## src/hdl/wlt_pkg.sv

```systemverilog
`default_nettype none
// ----------------------------------------------------------------------------
// wlt_pkg
// Shared types, register indexes and helpers of the window tiling layout.
// ----------------------------------------------------------------------------
package wlt_pkg;

    localparam int MAX_WINDOWS = 64;
    localparam int COL_MAX     = 8;   // ceil(sqrt(MAX_WINDOWS))
    localparam int GEO_W       = 18;
    localparam int OUT_W       = 15;
    localparam int ACC_W       = 25;

    localparam logic [1:0] MODE_MASTER  = 2'd0;
    localparam logic [1:0] MODE_MONOCLE = 2'd1;
    localparam logic [1:0] MODE_GRID    = 2'd2;

    typedef enum logic [2:0] {
        REG_LAYOUT_MODE   = 3'd0,
        REG_WINDOW_COUNT  = 3'd1,
        REG_MASTER_COUNT  = 3'd2,
        REG_MASTER_RATIO  = 3'd3,
        REG_SCREEN_WIDTH  = 3'd4,
        REG_SCREEN_HEIGHT = 3'd5,
        REG_GAP_SIZE      = 3'd6
    } reg_index_t;

    // one geometry lane: x = xb + x_mul * xs, y = yb + y_mul * ys
    typedef struct packed {
        logic signed [GEO_W-1:0] xb;
        logic signed [GEO_W-1:0] xs;
        logic signed [GEO_W-1:0] yb;
        logic signed [GEO_W-1:0] ys;
        logic signed [OUT_W-1:0] w;
        logic signed [OUT_W-1:0] h;
    } geo_t;

    typedef struct packed {
        logic [1:0] mode;
        logic [6:0] n;
        logic [6:0] m;
        logic [3:0] cols;
        logic       split;
    } status_t;

    typedef struct packed {
        logic       oor;
        logic       lane_b;
        logic [2:0] x_mul;
        logic [5:0] y_mul;
    } entry_t;

    function automatic logic signed [OUT_W-1:0] sat15(input logic signed [ACC_W-1:0] v);
        logic signed [OUT_W-1:0] r;
        if (v < -ACC_W'(16384))
            r = -OUT_W'(16384);
        else if (v > ACC_W'(16383))
            r = OUT_W'(16383);
        else
            r = v[OUT_W-1:0];
        return r;
    endfunction

endpackage
`default_nettype wire

```

## src/hdl/wlt_setup.sv

```systemverilog
`default_nettype none
// ----------------------------------------------------------------------------
// wlt_setup
// Configuration registers and the sequencer that derives per-layout geometry
// (counts, master width, grid shape, piece sizes by a serial divider).
// ----------------------------------------------------------------------------
module wlt_setup (
    input  wire logic               aclk,
    input  wire logic               aresetn,
    input  wire logic               cfg_we,
    input  wire logic [2:0]         cfg_addr,
    input  wire logic [16:0]        cfg_wdata,
    output logic                    busy,
    output wlt_pkg::status_t        status,
    output wlt_pkg::geo_t           lane_a,
    output wlt_pkg::geo_t           lane_b
);

    typedef enum logic [5:0] {
        ST_IDLE  = 6'b000001,
        ST_PREP  = 6'b000010,
        ST_ROWS  = 6'b000100,
        ST_LOAD  = 6'b001000,
        ST_DIV   = 6'b010000,
        ST_LANES = 6'b100000
    } state_t;

    state_t state_reg, state_next;

    logic [1:0]  mode_reg;
    logic [6:0]  wcount_reg;
    logic [6:0]  mcount_reg;
    logic [16:0] ratio_reg;
    logic [12:0] sw_reg;
    logic [12:0] sh_reg;
    logic [7:0]  gap_reg;

    logic [6:0]  n_reg, m_reg;
    logic [13:0] mw_reg;
    logic [3:0]  cols_reg, rows_reg;
    logic [2:0]  job_reg;
    logic [3:0]  step_reg;
    logic [14:0] dvd_reg;
    logic [6:0]  rem_reg;
    logic [6:0]  dvs_reg;
    logic        neg_reg;
    logic signed [15:0] d_reg [5];

    wlt_pkg::status_t status_reg;
    wlt_pkg::geo_t    lane_a_reg, lane_b_reg;

    // PREP arithmetic
    logic [6:0]  n_clamp, m_clamp;
    logic [16:0] ratio_sat;
    logic [29:0] mw_prod;
    logic [3:0]  cols_calc, rows_calc;

    always_comb begin
        n_clamp = (wcount_reg > 7'(wlt_pkg::MAX_WINDOWS)) ? 7'(wlt_pkg::MAX_WINDOWS)
                                                           : wcount_reg;
        m_clamp = (mcount_reg == 7'd0) ? 7'd1 : mcount_reg;
        if (m_clamp > n_clamp)
            m_clamp = n_clamp;
        ratio_sat = (ratio_reg > 17'd65536) ? 17'd65536 : ratio_reg;
        mw_prod   = {17'd0, sw_reg} * {13'd0, ratio_sat};
        cols_calc = 4'd1;
        for (int c = 1; c < wlt_pkg::COL_MAX; c++) begin
            if (7'(c * c) < n_clamp)
                cols_calc = cols_calc + 4'd1;
        end
        rows_calc = 4'd0;
        for (int k = 0; k < wlt_pkg::COL_MAX; k++) begin
            if (7'(k) * {3'd0, cols_reg} < n_reg)
                rows_calc = rows_calc + 4'd1;
        end
        if (rows_calc == 4'd0)
            rows_calc = 4'd1;
    end

    // divider job operands: piece(span, cnt, g) = (span - (cnt + 1) * g) / cnt
    logic [12:0] span;
    logic [6:0]  cnt;
    logic [7:0]  cnt1;
    logic [15:0] gprod;
    logic signed [16:0] num, mag;

    always_comb begin
        case (job_reg)
            3'd0: begin span = sh_reg; cnt = n_reg; end
            3'd1: begin span = sh_reg; cnt = m_reg; end
            3'd2: begin span = sh_reg; cnt = n_reg - m_reg; end
            3'd3: begin span = sw_reg; cnt = {3'd0, cols_reg}; end
            default: begin span = sh_reg; cnt = {3'd0, rows_reg}; end
        endcase
        if (cnt == 7'd0)
            cnt = 7'd1;
        cnt1  = {1'b0, cnt} + 8'd1;
        gprod = {8'd0, cnt1} * {8'd0, gap_reg};
        num   = $signed({4'd0, span}) - $signed({1'b0, gprod});
        mag   = num[16] ? -num : num;
    end

    // one restoring step per cycle
    logic [7:0]  shifted, rem_sub;
    logic        ge;
    logic [14:0] dvd_next;
    logic signed [15:0] q_signed;

    always_comb begin
        shifted  = {rem_reg, dvd_reg[14]};
        ge       = shifted >= {1'b0, dvs_reg};
        rem_sub  = ge ? shifted - {1'b0, dvs_reg} : shifted;
        dvd_next = {dvd_reg[13:0], ge};
        q_signed = neg_reg ? -$signed({1'b0, dvd_next}) : $signed({1'b0, dvd_next});
    end

    always_comb begin
        state_next = state_reg;
        case (state_reg)
            ST_IDLE:  state_next = ST_IDLE;
            ST_PREP:  state_next = ST_ROWS;
            ST_ROWS:  state_next = ST_LOAD;
            ST_LOAD:  state_next = ST_DIV;
            ST_DIV: begin
                if (step_reg == 4'd14)
                    state_next = (job_reg == 3'd4) ? ST_LANES : ST_LOAD;
            end
            ST_LANES: state_next = ST_IDLE;
            default:  state_next = ST_PREP;
        endcase
        if (cfg_we)
            state_next = ST_PREP;
    end

    always_ff @(posedge aclk) begin
        if (!aresetn) begin
            state_reg  <= ST_PREP;
            mode_reg   <= wlt_pkg::MODE_MASTER;
            wcount_reg <= 7'd0;
            mcount_reg <= 7'd1;
            ratio_reg  <= 17'd32768;
            sw_reg     <= 13'd1920;
            sh_reg     <= 13'd1080;
            gap_reg    <= 8'd0;
            job_reg    <= 3'd0;
            step_reg   <= 4'd0;
        end else begin
            state_reg <= state_next;
            if (cfg_we) begin
                case (cfg_addr)
                    wlt_pkg::REG_LAYOUT_MODE:   mode_reg   <= cfg_wdata[1:0];
                    wlt_pkg::REG_WINDOW_COUNT:  wcount_reg <= cfg_wdata[6:0];
                    wlt_pkg::REG_MASTER_COUNT:  mcount_reg <= cfg_wdata[6:0];
                    wlt_pkg::REG_MASTER_RATIO:  ratio_reg  <= cfg_wdata;
                    wlt_pkg::REG_SCREEN_WIDTH:  sw_reg     <= cfg_wdata[12:0];
                    wlt_pkg::REG_SCREEN_HEIGHT: sh_reg     <= cfg_wdata[12:0];
                    wlt_pkg::REG_GAP_SIZE:      gap_reg    <= cfg_wdata[7:0];
                    default: ;
                endcase
            end
            case (state_reg)
                ST_ROWS: job_reg <= 3'd0;
                ST_LOAD: step_reg <= 4'd0;
                ST_DIV: begin
                    step_reg <= step_reg + 4'd1;
                    if (step_reg == 4'd14)
                        job_reg <= job_reg + 3'd1;
                end
                default: ;
            endcase
        end
    end

    // datapath registers
    always_ff @(posedge aclk) begin
        case (state_reg)
            ST_PREP: begin
                n_reg    <= n_clamp;
                m_reg    <= m_clamp;
                mw_reg   <= mw_prod[29:16];
                cols_reg <= cols_calc;
            end
            ST_ROWS: rows_reg <= rows_calc;
            ST_LOAD: begin
                dvd_reg <= mag[14:0];
                neg_reg <= num[16];
                dvs_reg <= cnt;
                rem_reg <= 7'd0;
            end
            ST_DIV: begin
                dvd_reg <= dvd_next;
                rem_reg <= rem_sub[6:0];
                if (step_reg == 4'd14)
                    d_reg[job_reg] <= q_signed;
            end
            default: ;
        endcase
    end

    // lane geometry
    logic signed [17:0] g18, sw18, sh18, mw18;
    logic signed [17:0] d0, d1, d2, d3, d4;
    wlt_pkg::geo_t    la, lb;
    wlt_pkg::status_t st;

    always_comb begin
        g18  = $signed({10'd0, gap_reg});
        sw18 = $signed({5'd0, sw_reg});
        sh18 = $signed({5'd0, sh_reg});
        mw18 = $signed({4'd0, mw_reg});
        d0   = 18'(d_reg[0]);
        d1   = 18'(d_reg[1]);
        d2   = 18'(d_reg[2]);
        d3   = 18'(d_reg[3]);
        d4   = 18'(d_reg[4]);
        la   = '0;
        lb   = '0;
        st.mode  = mode_reg;
        st.n     = n_reg;
        st.m     = m_reg;
        st.cols  = cols_reg;
        st.split = 1'b0;
        if (mode_reg == wlt_pkg::MODE_MONOCLE) begin
            la.w = wlt_pkg::sat15(25'(sw18));
            la.h = wlt_pkg::sat15(25'(sh18));
        end else if (mode_reg == wlt_pkg::MODE_MASTER) begin
            la.xb = g18;
            la.yb = g18;
            if (n_reg == 7'd1) begin
                la.w = wlt_pkg::sat15(25'(sw18 - g18 - g18));
                la.h = wlt_pkg::sat15(25'(sh18 - g18 - g18));
            end else if (m_reg == n_reg) begin
                la.ys = d0 + g18;
                la.w  = wlt_pkg::sat15(25'(sw18 - g18 - g18));
                la.h  = wlt_pkg::sat15(25'(d0));
            end else begin
                st.split = 1'b1;
                la.ys = d1 + g18;
                la.w  = wlt_pkg::sat15(25'(mw18 - g18));
                la.h  = wlt_pkg::sat15(25'(d1));
                lb.xb = mw18 + g18 + g18;
                lb.yb = g18;
                lb.ys = d2 + g18;
                lb.w  = wlt_pkg::sat15(25'(sw18 - mw18 - g18 - g18 - g18));
                lb.h  = wlt_pkg::sat15(25'(d2));
            end
        end else begin
            la.xb = g18;
            la.xs = d3 + g18;
            la.yb = g18;
            la.ys = d4 + g18;
            la.w  = wlt_pkg::sat15(25'(d3));
            la.h  = wlt_pkg::sat15(25'(d4));
        end
    end

    always_ff @(posedge aclk) begin
        if (state_reg == ST_LANES) begin
            lane_a_reg <= la;
            lane_b_reg <= lb;
            status_reg <= st;
        end
    end

    assign busy   = (state_reg != ST_IDLE);
    assign status = status_reg;
    assign lane_a = lane_a_reg;
    assign lane_b = lane_b_reg;

endmodule
`default_nettype wire

```

## src/hdl/wlt_front.sv

```systemverilog
`default_nettype none
// ----------------------------------------------------------------------------
// wlt_front
// Classifies an incoming window index: range check, lane choice and the
// row and column multipliers for the back end.
// ----------------------------------------------------------------------------
module wlt_front (
    input  wire logic [5:0]       window_index,
    input  wire wlt_pkg::status_t status,
    output wlt_pkg::entry_t       entry
);

    logic [2:0] row;
    logic [6:0] row_base;
    logic [6:0] col_full;
    logic       in_stack;

    always_comb begin
        // row = index / cols by comparing against multiples of cols
        row = 3'd0;
        for (int k = 1; k < wlt_pkg::COL_MAX; k++) begin
            if ({1'b0, window_index} >= 7'(k) * {3'd0, status.cols})
                row = row + 3'd1;
        end
        row_base = {4'd0, row} * {3'd0, status.cols};
        col_full = {1'b0, window_index} - row_base;
        in_stack = status.split && ({1'b0, window_index} >= status.m);

        entry.oor    = {1'b0, window_index} >= status.n;
        entry.lane_b = 1'b0;
        entry.x_mul  = 3'd0;
        entry.y_mul  = 6'd0;
        if (status.mode == wlt_pkg::MODE_MASTER) begin
            entry.lane_b = in_stack;
            entry.y_mul  = in_stack ? 6'({1'b0, window_index} - status.m) : window_index;
        end else if (status.mode != wlt_pkg::MODE_MONOCLE) begin
            entry.x_mul = col_full[2:0];
            entry.y_mul = {3'd0, row};
        end
    end

endmodule
`default_nettype wire

```

## src/hdl/wlt_fifo.sv

```systemverilog
`default_nettype none
// ----------------------------------------------------------------------------
// wlt_fifo
// Short queue of classified items between the front and back ends.
// ----------------------------------------------------------------------------
module wlt_fifo (
    input  wire logic            aclk,
    input  wire logic            aresetn,
    input  wire logic            wr_en,
    input  wire wlt_pkg::entry_t wr_data,
    output logic                 full,
    input  wire logic            rd_en,
    output wlt_pkg::entry_t      rd_data,
    output logic                 empty
);

    wlt_pkg::entry_t mem_reg [4];
    logic [1:0] wptr_reg, rptr_reg;
    logic [2:0] count_reg;

    always_ff @(posedge aclk) begin
        if (!aresetn) begin
            wptr_reg  <= 2'd0;
            rptr_reg  <= 2'd0;
            count_reg <= 3'd0;
        end else begin
            if (wr_en)
                wptr_reg <= wptr_reg + 2'd1;
            if (rd_en)
                rptr_reg <= rptr_reg + 2'd1;
            if (wr_en && !rd_en)
                count_reg <= count_reg + 3'd1;
            else if (rd_en && !wr_en)
                count_reg <= count_reg - 3'd1;
        end
    end

    always_ff @(posedge aclk) begin
        if (wr_en)
            mem_reg[wptr_reg] <= wr_data;
    end

    assign rd_data = mem_reg[rptr_reg];
    assign full    = (count_reg == 3'd4);
    assign empty   = (count_reg == 3'd0);

endmodule
`default_nettype wire

```

## src/hdl/wlt_back.sv

```systemverilog
`default_nettype none
// ----------------------------------------------------------------------------
// wlt_back
// Computes the rectangle of a queued item and holds it in the output register.
// ----------------------------------------------------------------------------
module wlt_back (
    input  wire logic               aclk,
    input  wire logic               aresetn,
    input  wire wlt_pkg::entry_t    entry,
    input  wire logic               empty,
    output logic                    pop,
    input  wire wlt_pkg::geo_t      lane_a,
    input  wire wlt_pkg::geo_t      lane_b,
    output logic                    m_valid,
    input  wire logic               m_ready,
    output logic signed [14:0]      m_x_pos,
    output logic signed [14:0]      m_y_pos,
    output logic signed [14:0]      m_win_width,
    output logic signed [14:0]      m_win_height,
    output logic                    m_out_of_range
);

    wlt_pkg::geo_t lane;
    logic signed [21:0] xprod;
    logic signed [24:0] yprod;
    logic signed [24:0] xsum, ysum;

    logic              valid_reg;
    logic signed [14:0] x_reg, y_reg, w_reg, h_reg;
    logic              oor_reg;

    always_comb begin
        lane  = entry.lane_b ? lane_b : lane_a;
        xprod = $signed({1'b0, entry.x_mul}) * lane.xs;
        yprod = $signed({1'b0, entry.y_mul}) * lane.ys;
        xsum  = 25'(lane.xb) + 25'(xprod);
        ysum  = 25'(lane.yb) + yprod;
    end

    assign pop = !empty && (!valid_reg || m_ready);

    always_ff @(posedge aclk) begin
        if (!aresetn)
            valid_reg <= 1'b0;
        else if (pop)
            valid_reg <= 1'b1;
        else if (m_ready)
            valid_reg <= 1'b0;
    end

    always_ff @(posedge aclk) begin
        if (pop) begin
            oor_reg <= entry.oor;
            if (entry.oor) begin
                x_reg <= '0;
                y_reg <= '0;
                w_reg <= '0;
                h_reg <= '0;
            end else begin
                x_reg <= wlt_pkg::sat15(xsum);
                y_reg <= wlt_pkg::sat15(ysum);
                w_reg <= lane.w;
                h_reg <= lane.h;
            end
        end
    end

    assign m_valid        = valid_reg;
    assign m_x_pos        = x_reg;
    assign m_y_pos        = y_reg;
    assign m_win_width    = w_reg;
    assign m_win_height   = h_reg;
    assign m_out_of_range = oor_reg;

endmodule
`default_nettype wire

```

## src/hdl/window_tile_layout.sv

```systemverilog
`default_nettype none
// ----------------------------------------------------------------------------
// window_tile_layout
// Per-window rectangle for master-stack, monocle and grid tiling with gaps.
// ----------------------------------------------------------------------------
//  channel  | ports                                   | handshake
//  ---------+-----------------------------------------+------------------
//  input    | s_window_index                          | s_valid / s_ready
//  result   | m_x_pos m_y_pos m_win_width m_win_height| m_valid / m_ready
//           | m_out_of_range                          |
//  config   | cfg_addr cfg_wdata                      | cfg_we
//
// One item per cycle sustained while the sequencer is idle and results are
// taken; an accepted item is registered in the queue (front classify), then
// popped and computed into the output register (back). After reset and every
// write the geometry sequencer runs (five piece sizes, one-bit-per-cycle
// divider), with s_ready low. A stalled result backs up the four-entry queue, then s_ready.
// ----------------------------------------------------------------------------
module window_tile_layout (
    input  wire logic               aclk,
    input  wire logic               aresetn,
    input  wire logic               cfg_we,
    input  wire logic [2:0]         cfg_addr,
    input  wire logic [16:0]        cfg_wdata,
    input  wire logic               s_valid,
    output logic                    s_ready,
    input  wire logic [5:0]         s_window_index,
    output logic                    m_valid,
    input  wire logic               m_ready,
    output logic signed [14:0]      m_x_pos,
    output logic signed [14:0]      m_y_pos,
    output logic signed [14:0]      m_win_width,
    output logic signed [14:0]      m_win_height,
    output logic                    m_out_of_range
);

    logic             busy;
    wlt_pkg::status_t status;
    wlt_pkg::geo_t    lane_a, lane_b;
    wlt_pkg::entry_t  wr_entry, rd_entry;
    logic             full, empty, pop;

    wlt_setup u_setup (
        .aclk      (aclk),
        .aresetn   (aresetn),
        .cfg_we    (cfg_we),
        .cfg_addr  (cfg_addr),
        .cfg_wdata (cfg_wdata),
        .busy      (busy),
        .status    (status),
        .lane_a    (lane_a),
        .lane_b    (lane_b)
    );

    wlt_front u_front (
        .window_index (s_window_index),
        .status       (status),
        .entry        (wr_entry)
    );

    assign s_ready = !busy && !full;

    wlt_fifo u_fifo (
        .aclk    (aclk),
        .aresetn (aresetn),
        .wr_en   (s_valid && s_ready),
        .wr_data (wr_entry),
        .full    (full),
        .rd_en   (pop),
        .rd_data (rd_entry),
        .empty   (empty)
    );

    wlt_back u_back (
        .aclk           (aclk),
        .aresetn        (aresetn),
        .entry          (rd_entry),
        .empty          (empty),
        .pop            (pop),
        .lane_a         (lane_a),
        .lane_b         (lane_b),
        .m_valid        (m_valid),
        .m_ready        (m_ready),
        .m_x_pos        (m_x_pos),
        .m_y_pos        (m_y_pos),
        .m_win_width    (m_win_width),
        .m_win_height   (m_win_height),
        .m_out_of_range (m_out_of_range)
    );

endmodule
`default_nettype wire

```

## config.mk

```make
export PLATFORM = sky130hd
export DESIGN_NAME = window_tile_layout
export DESIGN_NICKNAME = d
export VERILOG_FILES = /design/src/hdl/wlt_pkg.sv /design/src/hdl/wlt_setup.sv /design/src/hdl/wlt_front.sv /design/src/hdl/wlt_fifo.sv /design/src/hdl/wlt_back.sv /design/src/hdl/window_tile_layout.sv
export SDC_FILE = /design/constraint.sdc
export NUM_CORES = 2
export LEC_CHECK = 0
export CAP_MARGIN = 0
export CORE_ASPECT_RATIO = 1.2
export CORE_MARGIN = 2
export CORE_UTILIZATION = 30
export DETAILED_ROUTE_END_ITERATION = 7
export DONT_BUFFER_PORTS = 1
export PLACE_DENSITY = 0.47
export SYNTH_ARGS = -nofsm -noshare
export SYNTH_HDL_FRONTEND = slang
export SYNTH_HIERARCHICAL = 1
export SYNTH_SLANG_ARGS = --single-unit
```

## constraint.sdc

```tcl
create_clock -name aclk -period 12.1 [get_ports aclk]
set_input_delay 0.605 -clock aclk [delete_from_list [all_inputs] [get_ports aclk]]
set_output_delay 0.605 -clock aclk [all_outputs]
set_load 0.1 [all_outputs]
```

# --- Yosys cells after proc, flatten, opt, wreduce, memory -nomap -nowiden ---
# Memory sizes are Yosys's and may differ from the RTL's. A register that Yosys moved wholly into a read port is not among the register bits.
# Cells that the tools add are included.
op_classes:
  addsub: 51
  multipliers: 13
  magnitude_cmp: 50
  n_eq_ne: 24
  muxes: 85
  bitwise_logic: 2
  n_reduce_logical: 42
ops:
  columns: ["operator", "n"]
  rows:
  - ["15-bit 2-to-1 mux", 23]
  - ["25-bit by 15-bit greater-than comparator with 1-bit output, second input constant", 6]
  - ["25-bit by 15-bit < comparator with 1-bit output, second input constant", 6]
  - ["102-bit 2-to-1 mux", 1]
  - ["48-bit 2-to-1 mux", 2]
  - ["16-bit by 9-bit adder with 17-bit output", 5]
  - ["16-bit by 15-bit greater-than comparator with 1-bit output, second input constant", 5]
  - ["16-bit by 15-bit < comparator with 1-bit output, second input constant", 5]
  - ["4-bit 2-to-1 mux", 13]
  - ["4-bit by 1-bit adder with 4-bit output, second input constant", 12]
  - ["6-bit by 7-bit >= comparator with 1-bit output", 5]
  - ["7-bit 2-to-1 mux", 5]
  - ["13-bit by 17-bit multiplier with 30-bit output", 1]
  - ["3-bit 2-to-1 mux", 10]
  - ["30-bit 2-to-1 mux", 1]
  - ["15-bit case mux with 2 select lines", 1]
  - ["6-bit case mux with 5 select lines", 1]
  - ["14-bit by 9-bit subtractor with 15-bit output", 2]
  - ["3-bit by 4-bit multiplier with 7-bit output, first input constant", 4]
  - ["28-bit 2-to-1 mux", 1]
  - ["7-bit case mux with 4 select lines", 1]
  - ["13-bit by 8-bit subtractor with 14-bit output", 2]
  - ["18-bit by 25-bit adder with 25-bit output", 1]
  - ["7-bit by 18-bit multiplier with 25-bit output", 1]
  - ["other kinds (80)", 153]
totals:
  reg_bits: 412
  mem_bits_rw: 124
  out_inout_bits: 63
  elab_cells: 321
  memories: 2
mem_list:
  columns: ["memory", "words", "word_bits", "rd", "rd_ports_with_merged_regs", "write_ports", "line_no", "rtl"]
  rows:
  - ["u_setup.d_reg", 5, 16, 5, 0, 1, "wlt_setup.sv:47", "logic signed [15:0] d_reg [5];"]
  - ["u_fifo.mem_reg", 4, 11, 1, 1, 1, "wlt_fifo.sv:17", "wlt_pkg::entry_t mem_reg [4];"]

# --- Depth between registers and ports, before layout ---
depth:
  word_depth: 18
  mapped_depth: 35

# --- Cells and area by module ---
# Netlist, hierarchy kept.
by_module_without_submodules:
  columns: ["module", "n_inst", "cells_per_inst", "area_each_um2"]
  rows:
  - ["wlt_setup", 1, 3584, 33796.2]
  - ["wlt_back", 1, 1155, 11045.6]
  - ["wlt_front", 1, 273, 2252.2]
  - ["wlt_fifo", 1, 100, 2034.5]
  - ["window_tile_layout", 1, 2, 16.3]

# --- Least setup slack after synthesis ---
# OpenSTA, ideal clock, no wires.
synth_timing:
  path_type: "register to register"
  startpoint: "register u_setup.state_reg[4]"
  endpoint: "register u_setup.state_reg[1]"
  setup_time_ns: 0.123
  t_arrival_ns: 13.140
  slack_ns: -1.163
  stages_incl_launch_ff: 6
  n_path_buf: 0
  synth_period_minus_slack_ns: 13.263
  path_cell_list: "dfxtp_1 -> nor2_1 -> nand2_1 -> nor3b_1 -> nor2_1 -> a41o_1"
synth_between:
  elab_chain_len: 3
  elab_cells_between_ends: 9
  classes_between: "eq/ne: 7; mux: 1; reduce/logical: 1"
synth_lines:
  columns: ["element", "line_no", "rtl"]
  rows:
  - ["from (decl)", "wlt_setup.sv:28", "state_t state_reg, state_next;"]
  - ["from (signal assigned)", "wlt_setup.sv:148", "state_reg <= state_next;"]
  - ["6-bit by 1-bit equality test with 1-bit output or 6-bit equality test (tied branches)", "wlt_setup.sv:119", "case (state_reg)"]
  - ["2-bit OR reduction (no line)", null, null]
  - ["6-bit case mux with 5 select lines", "wlt_setup.sv:119", null]
# Several ways; a longest one is shown, not always the timed one.
# A chain may end at the register's enable or synchronous reset.

# --- Worst setup path in the final report ---
layout_timing:
  startpoint: "register u_setup.job_reg[0]"
  endpoint: "register u_setup.dvd_reg[14], data pin"
layout_between:
  elab_cells_between_ends: 14
  classes_between: "add/sub: 3; mul: 1; eq/ne: 3; mux: 5; reduce/logical: 2"
layout_lines:
  columns: ["element", "line_no", "rtl"]
  rows:
  - ["from (decl)", "wlt_setup.sv:41", "logic [2:0] job_reg;"]
  - ["from (signal assigned)", "wlt_setup.sv:167", "job_reg <= job_reg + 3'd1;"]
  - ["3-bit by 2-bit equality test with 1-bit output, or another cell as far along", "wlt_setup.sv:88", "case (job_reg)"]
  - ["7-bit case mux with 4 select lines", "wlt_setup.sv:88", null]
  - ["7-bit logical NOT", "wlt_setup.sv:95", "if (cnt == 7'd0)"]
  - ["7-bit 2-to-1 mux", "wlt_setup.sv:95", null]
  - ["7-bit by 1-bit adder with 8-bit output", "wlt_setup.sv:97", "cnt1 = {1'b0, cnt} + 8'd1;"]
  - ["8-bit by 8-bit multiplier with 16-bit output", "wlt_setup.sv:98", "gprod = {8'd0, cnt1} * {8'd0, gap_reg};"]
  - ["13-bit by 16-bit subtractor with 17-bit output *", "wlt_setup.sv:99", "num = $signed({4'd0, span}) - $signed({1'b0, gprod});"]
  - ["net u_setup.num[16]", "wlt_setup.sv:85", "logic signed [16:0] num, mag;"]
  - ["15-bit 2-to-1 mux *", "wlt_setup.sv:100", "mag = num[16] ? -num : num;"]
  - ["15-bit case mux with 2 select lines *", "wlt_setup.sv:176", "case (state_reg)"]
  - ["to (signal assigned)", "wlt_setup.sv:185", "dvd_reg <= mag[14:0];"]
  - ["to (signal assigned)", "wlt_setup.sv:191", "dvd_reg <= dvd_next;"]
  - ["to (decl)", "wlt_setup.sv:43", "logic [14:0] dvd_reg;"]
# Mark *: on every way through the listed nets, which the timed path passes. The rest lies on a longest branch.

==> impl_metrics.csv <==
group,metric,value,unit
placed_design,hpwl,101600,um
worst_setup_path,worstSetupStartpointType,"register",
detailed_routing,drc,0,
worst_setup_path,worst_path_most_repeated_cell,"fa_1",
placed_design,gp_congestion,0.8249,
timing,tightest_slew,1.136,ns
worst_setup_path,slowest_stage,"ha_1",
worst_setup_path,crit_path_end_kind,"register",
synthesis,synthCells,5114,
clocking,clk_latency,0.67,ns
synthesis,synth_top_cell_by_area,"edfxtp_1",
floorplan,dieArea,0.1671,mm2
timing,timing.slew.headroom,24.26,%
clocking,ctsResizeCount,0,
grt,grt_first_pass_wirelength,208900,um
grt,grt_pass1_vias,36110,
detailed_routing,vias,34460,
synthesis,synthDistinctLibCells,126,
grt,antenna_found_initial,1,
clocking,cts.sinks,504,
finish,fin_cells,7243,
detailed_routing,detail_route.first_pass.iterations,5,
timing,fin_crit,9.008,ns
finish,largest_reg_flops,80,
power_and_ir_drop,power_density,263.3,mW/mm2
power_and_ir_drop,vdd_drop_max,417.8,uV
finish,final_cell_mix,"inv_1, nand2_1, ha_1, edfxtp_1, fa_1",
timing,clock.fmax,111.0,MHz
timing,fin_crit_sh,74.44,%
floorplan,io_pins,94,
worst_setup_path,cp_num_buf_inv,4,
clocking,post_cts.repair.setup_buffers,0,
worst_setup_path,path_max_fanout,19,
detailed_routing,routed_via_density,4.758,
placed_design,place_ws,3.088,ns
floorplan,die_w,373.5,um
synthesis,ys_top_cells_by_area,"edfxtp_1, fa_1, ha_1",
floorplan,start_util,30.23,%
detailed_routing,routedWlPerCell,18.23,um
clocking,cts_buffers,68,
timing,hold-worst-slack,0.07210,ns
run,maxCapViolCount,0,
clocking,htreeDepth,3,
synthesis,yosysTopAreaCellShare,25.30,%
synthesis,synth-edff-count,414,
timing,fin_worst_skew,0.02807,ns
timing,fin_setup_tns,0,ns
worst_setup_path,cp_top_family,"adder cells",
finish,nNetsFinal,5927,
worst_setup_path,setup.worst_path.class,"reg -> reg",
timing,final_hold_viol_count,0,
floorplan,rows,162,
finish,layout-drive-gt1-share,6.204,%
timing,fin_ws,3.092,ns
grt,grt_max_degree,147,
timing,slew_violations,0,
power_and_ir_drop,clock_power_share,14.7,%
power_and_ir_drop,p_comb_share,62.8,%
synthesis,ys_async_sr_fraction,0,%
power_and_ir_drop,swShare,49.65,%
synthesis,synth-seq-cells,504,
synthesis,syn_area,0.04914,mm2
timing,rsz0062_at_grt,"false",
grt,globalRouteOverflowTotal,0,
detailed_routing,drt-initial-drc-count,1749,
synthesis,yosysSeqAreaShare,28.96,%
synthesis,avgSynthCellArea,9.610,um2
placed_design,place_area,0.05138,mm2
worst_setup_path,cp.arrival,9.37,ns
finish,postLayoutCellArea,0.05367,mm2
min_path,hold_path.class,"in -> reg",
detailed_routing,wl,132100,um
finish,fill_cells,16870,
detailed_routing,drtAntennaViolNets,0,
clocking,path_clk_slew,0.06,ns
clocking,cts.path.max_buffers,3,
synthesis,synth_warnings,6,
finish,syn_to_final_growth,9.201,%
timing,setup_viol_count_final,0,
worst_setup_path,critPathRequiredTime,12.46,ns
clocking,hold_buffers,0,
power_and_ir_drop,p_leak,23.16,nW
clocking,cts_tree,"yes",
power_and_ir_drop,p_int,7.114,mW
finish,mostFrequentLayoutCell,"inv_1",
clocking,cts-root-buf,"clkbuf_16",
placed_design,numPortBuffers,0,
grt,grt.total_usage,15.90,%
worst_setup_path,crit_path_max_incr_delay,0.90,ns
outcome,outcome,"complete, no violations",
synthesis,synthFlopType,"edfxtp_1",
placed_design,dp_cells,7120,
floorplan,design.core.area,0.1626,mm2
power_and_ir_drop,p_sw,7.016,mW
floorplan,die_y,447.4,um
power_and_ir_drop,pwr-share-seq,22.5,%
==> metrics by stage <==
stage,utilization (%),power (mW)
2_1_floorplan,-,10.54
3_3_place_gp,31.60,12.14
3_5_place_dp,31.60,12.19
4_1_cts,33.01,14.35
5_1_grt,33.01,15.55
6_report,33.01,14.13
==> path summary, 6_finish.rpt <==
check	start	to	slack (ns)	depth (start not counted)
worst max-delay path	u_setup/job_reg[0]$_SDFFE_PN0P_	u_setup/dvd_reg[14]$_DFFE_PP_	3.09	29
worst min-delay path	cfg_wdata[15]	u_setup/ratio_reg[15]$_SDFFE_PN1P_	0.07	2
worst max register to register	u_setup/job_reg[0]$_SDFFE_PN0P_	u_setup/dvd_reg[14]$_DFFE_PP_	3.09	29
worst min register to register	u_setup/step_reg[3]$_SDFFE_PN0P_	u_setup/step_reg[3]$_SDFFE_PN0P_	0.46	1
==> cell type report <==
cell class / instances / area [um2] / share of cell area (%)
Sequential cell: 504 / 14230 / 26.52
Multi-Input combinational cell: 3723 / 31350 / 58.42
Inverter: 694 / 2605 / 4.854
Tap cell: 2132 / 2668 / 4.971
Clock inverter: 39 / 476.7 / 0.8883
Antenna cell: 1 / 2.502 / 0.004663
Clock buffer: 83 / 1812 / 3.376
Timing Repair Buffer: 67 / 515.5 / 0.9606
==> logic make-up after synthesis <==
logic type / after synthesis / share of synthesized area [%]
buf+inv: 937 / 7.750
simple gates: 1542 / 15.35
flops: 504 / 28.96
xor+xnor: 270 / 5.041
fa+ha+maj: 856 / 27.49
other cells: 1 / 0.007631
compound gates: 825 / 11.36
mux: 179 / 4.038
==> Yosys cell counts, types with 11 or more instances <==
| cell | n |
|---|---|
| mux2i_1 | 130 |
| a31oi_1 | 22 |
| o21a_1 | 46 |
| o21ai_1 | 13 |
| nand2_1 | 503 |
| nor4_1 | 26 |
| nand3_1 | 65 |
| o21bai_1 | 16 |
| nor2_1 | 347 |
| a21oi_1 | 218 |
| or2_2 | 13 |
| nor3_1 | 65 |
| buf_1 | 14 |
| o31ai_1 | 17 |
| mux2_2 | 37 |
| nand4_1 | 16 |
| o211ai_1 | 15 |
| a21o_1 | 70 |
| dfxtp_1 | 90 |
| inv_1 | 691 |
| or3_1 | 18 |
| xnor2_1 | 185 |
| o221ai_1 | 12 |
| o21ai_0 | 162 |
| a21oi_2 | 16 |
| maj3_1 | 18 |
| xor2_1 | 77 |
| nand2b_1 | 61 |
| nor3b_1 | 11 |
| a211oi_1 | 22 |
| clkbuf_1 | 153 |
| o22ai_1 | 16 |
| and2_1 | 137 |
| edfxtp_1 | 414 |
| nor2b_1 | 191 |
| buf_4 | 66 |
| ha_1 | 459 |
| a21boi_0 | 70 |
| and3_1 | 31 |
| fa_1 | 379 |
==> power groups by stage <==
| stage | Sequential [mW] | Combinational, mW | Clock [mW] |
|---|---|---|---|
| finish | 3.18 | 8.87 | 2.08 |
| global route | 3.20 | 10.2 | 2.20 |
| global placement | 3.22 | 8.92 | 0 |
| CTS | 3.19 | 9.02 | 2.15 |
| floorplan | 3.17 | 7.37 | 0 |
| detailed placement | 3.22 | 8.96 | 0 |
==> routing by layer <==
metal  GRT usage [%]  wire [um]  up-vias  part of all wire, %
met5               0          0        -                    0
met4           3.509       2175        0                  1.6
met3           1.802       3854      124                  2.9
met2           27.78      63740      482                   48
met1           21.05      62290    16870                   47
li1                -          -    16980                    -
Power figures use the tool's default switching activity.
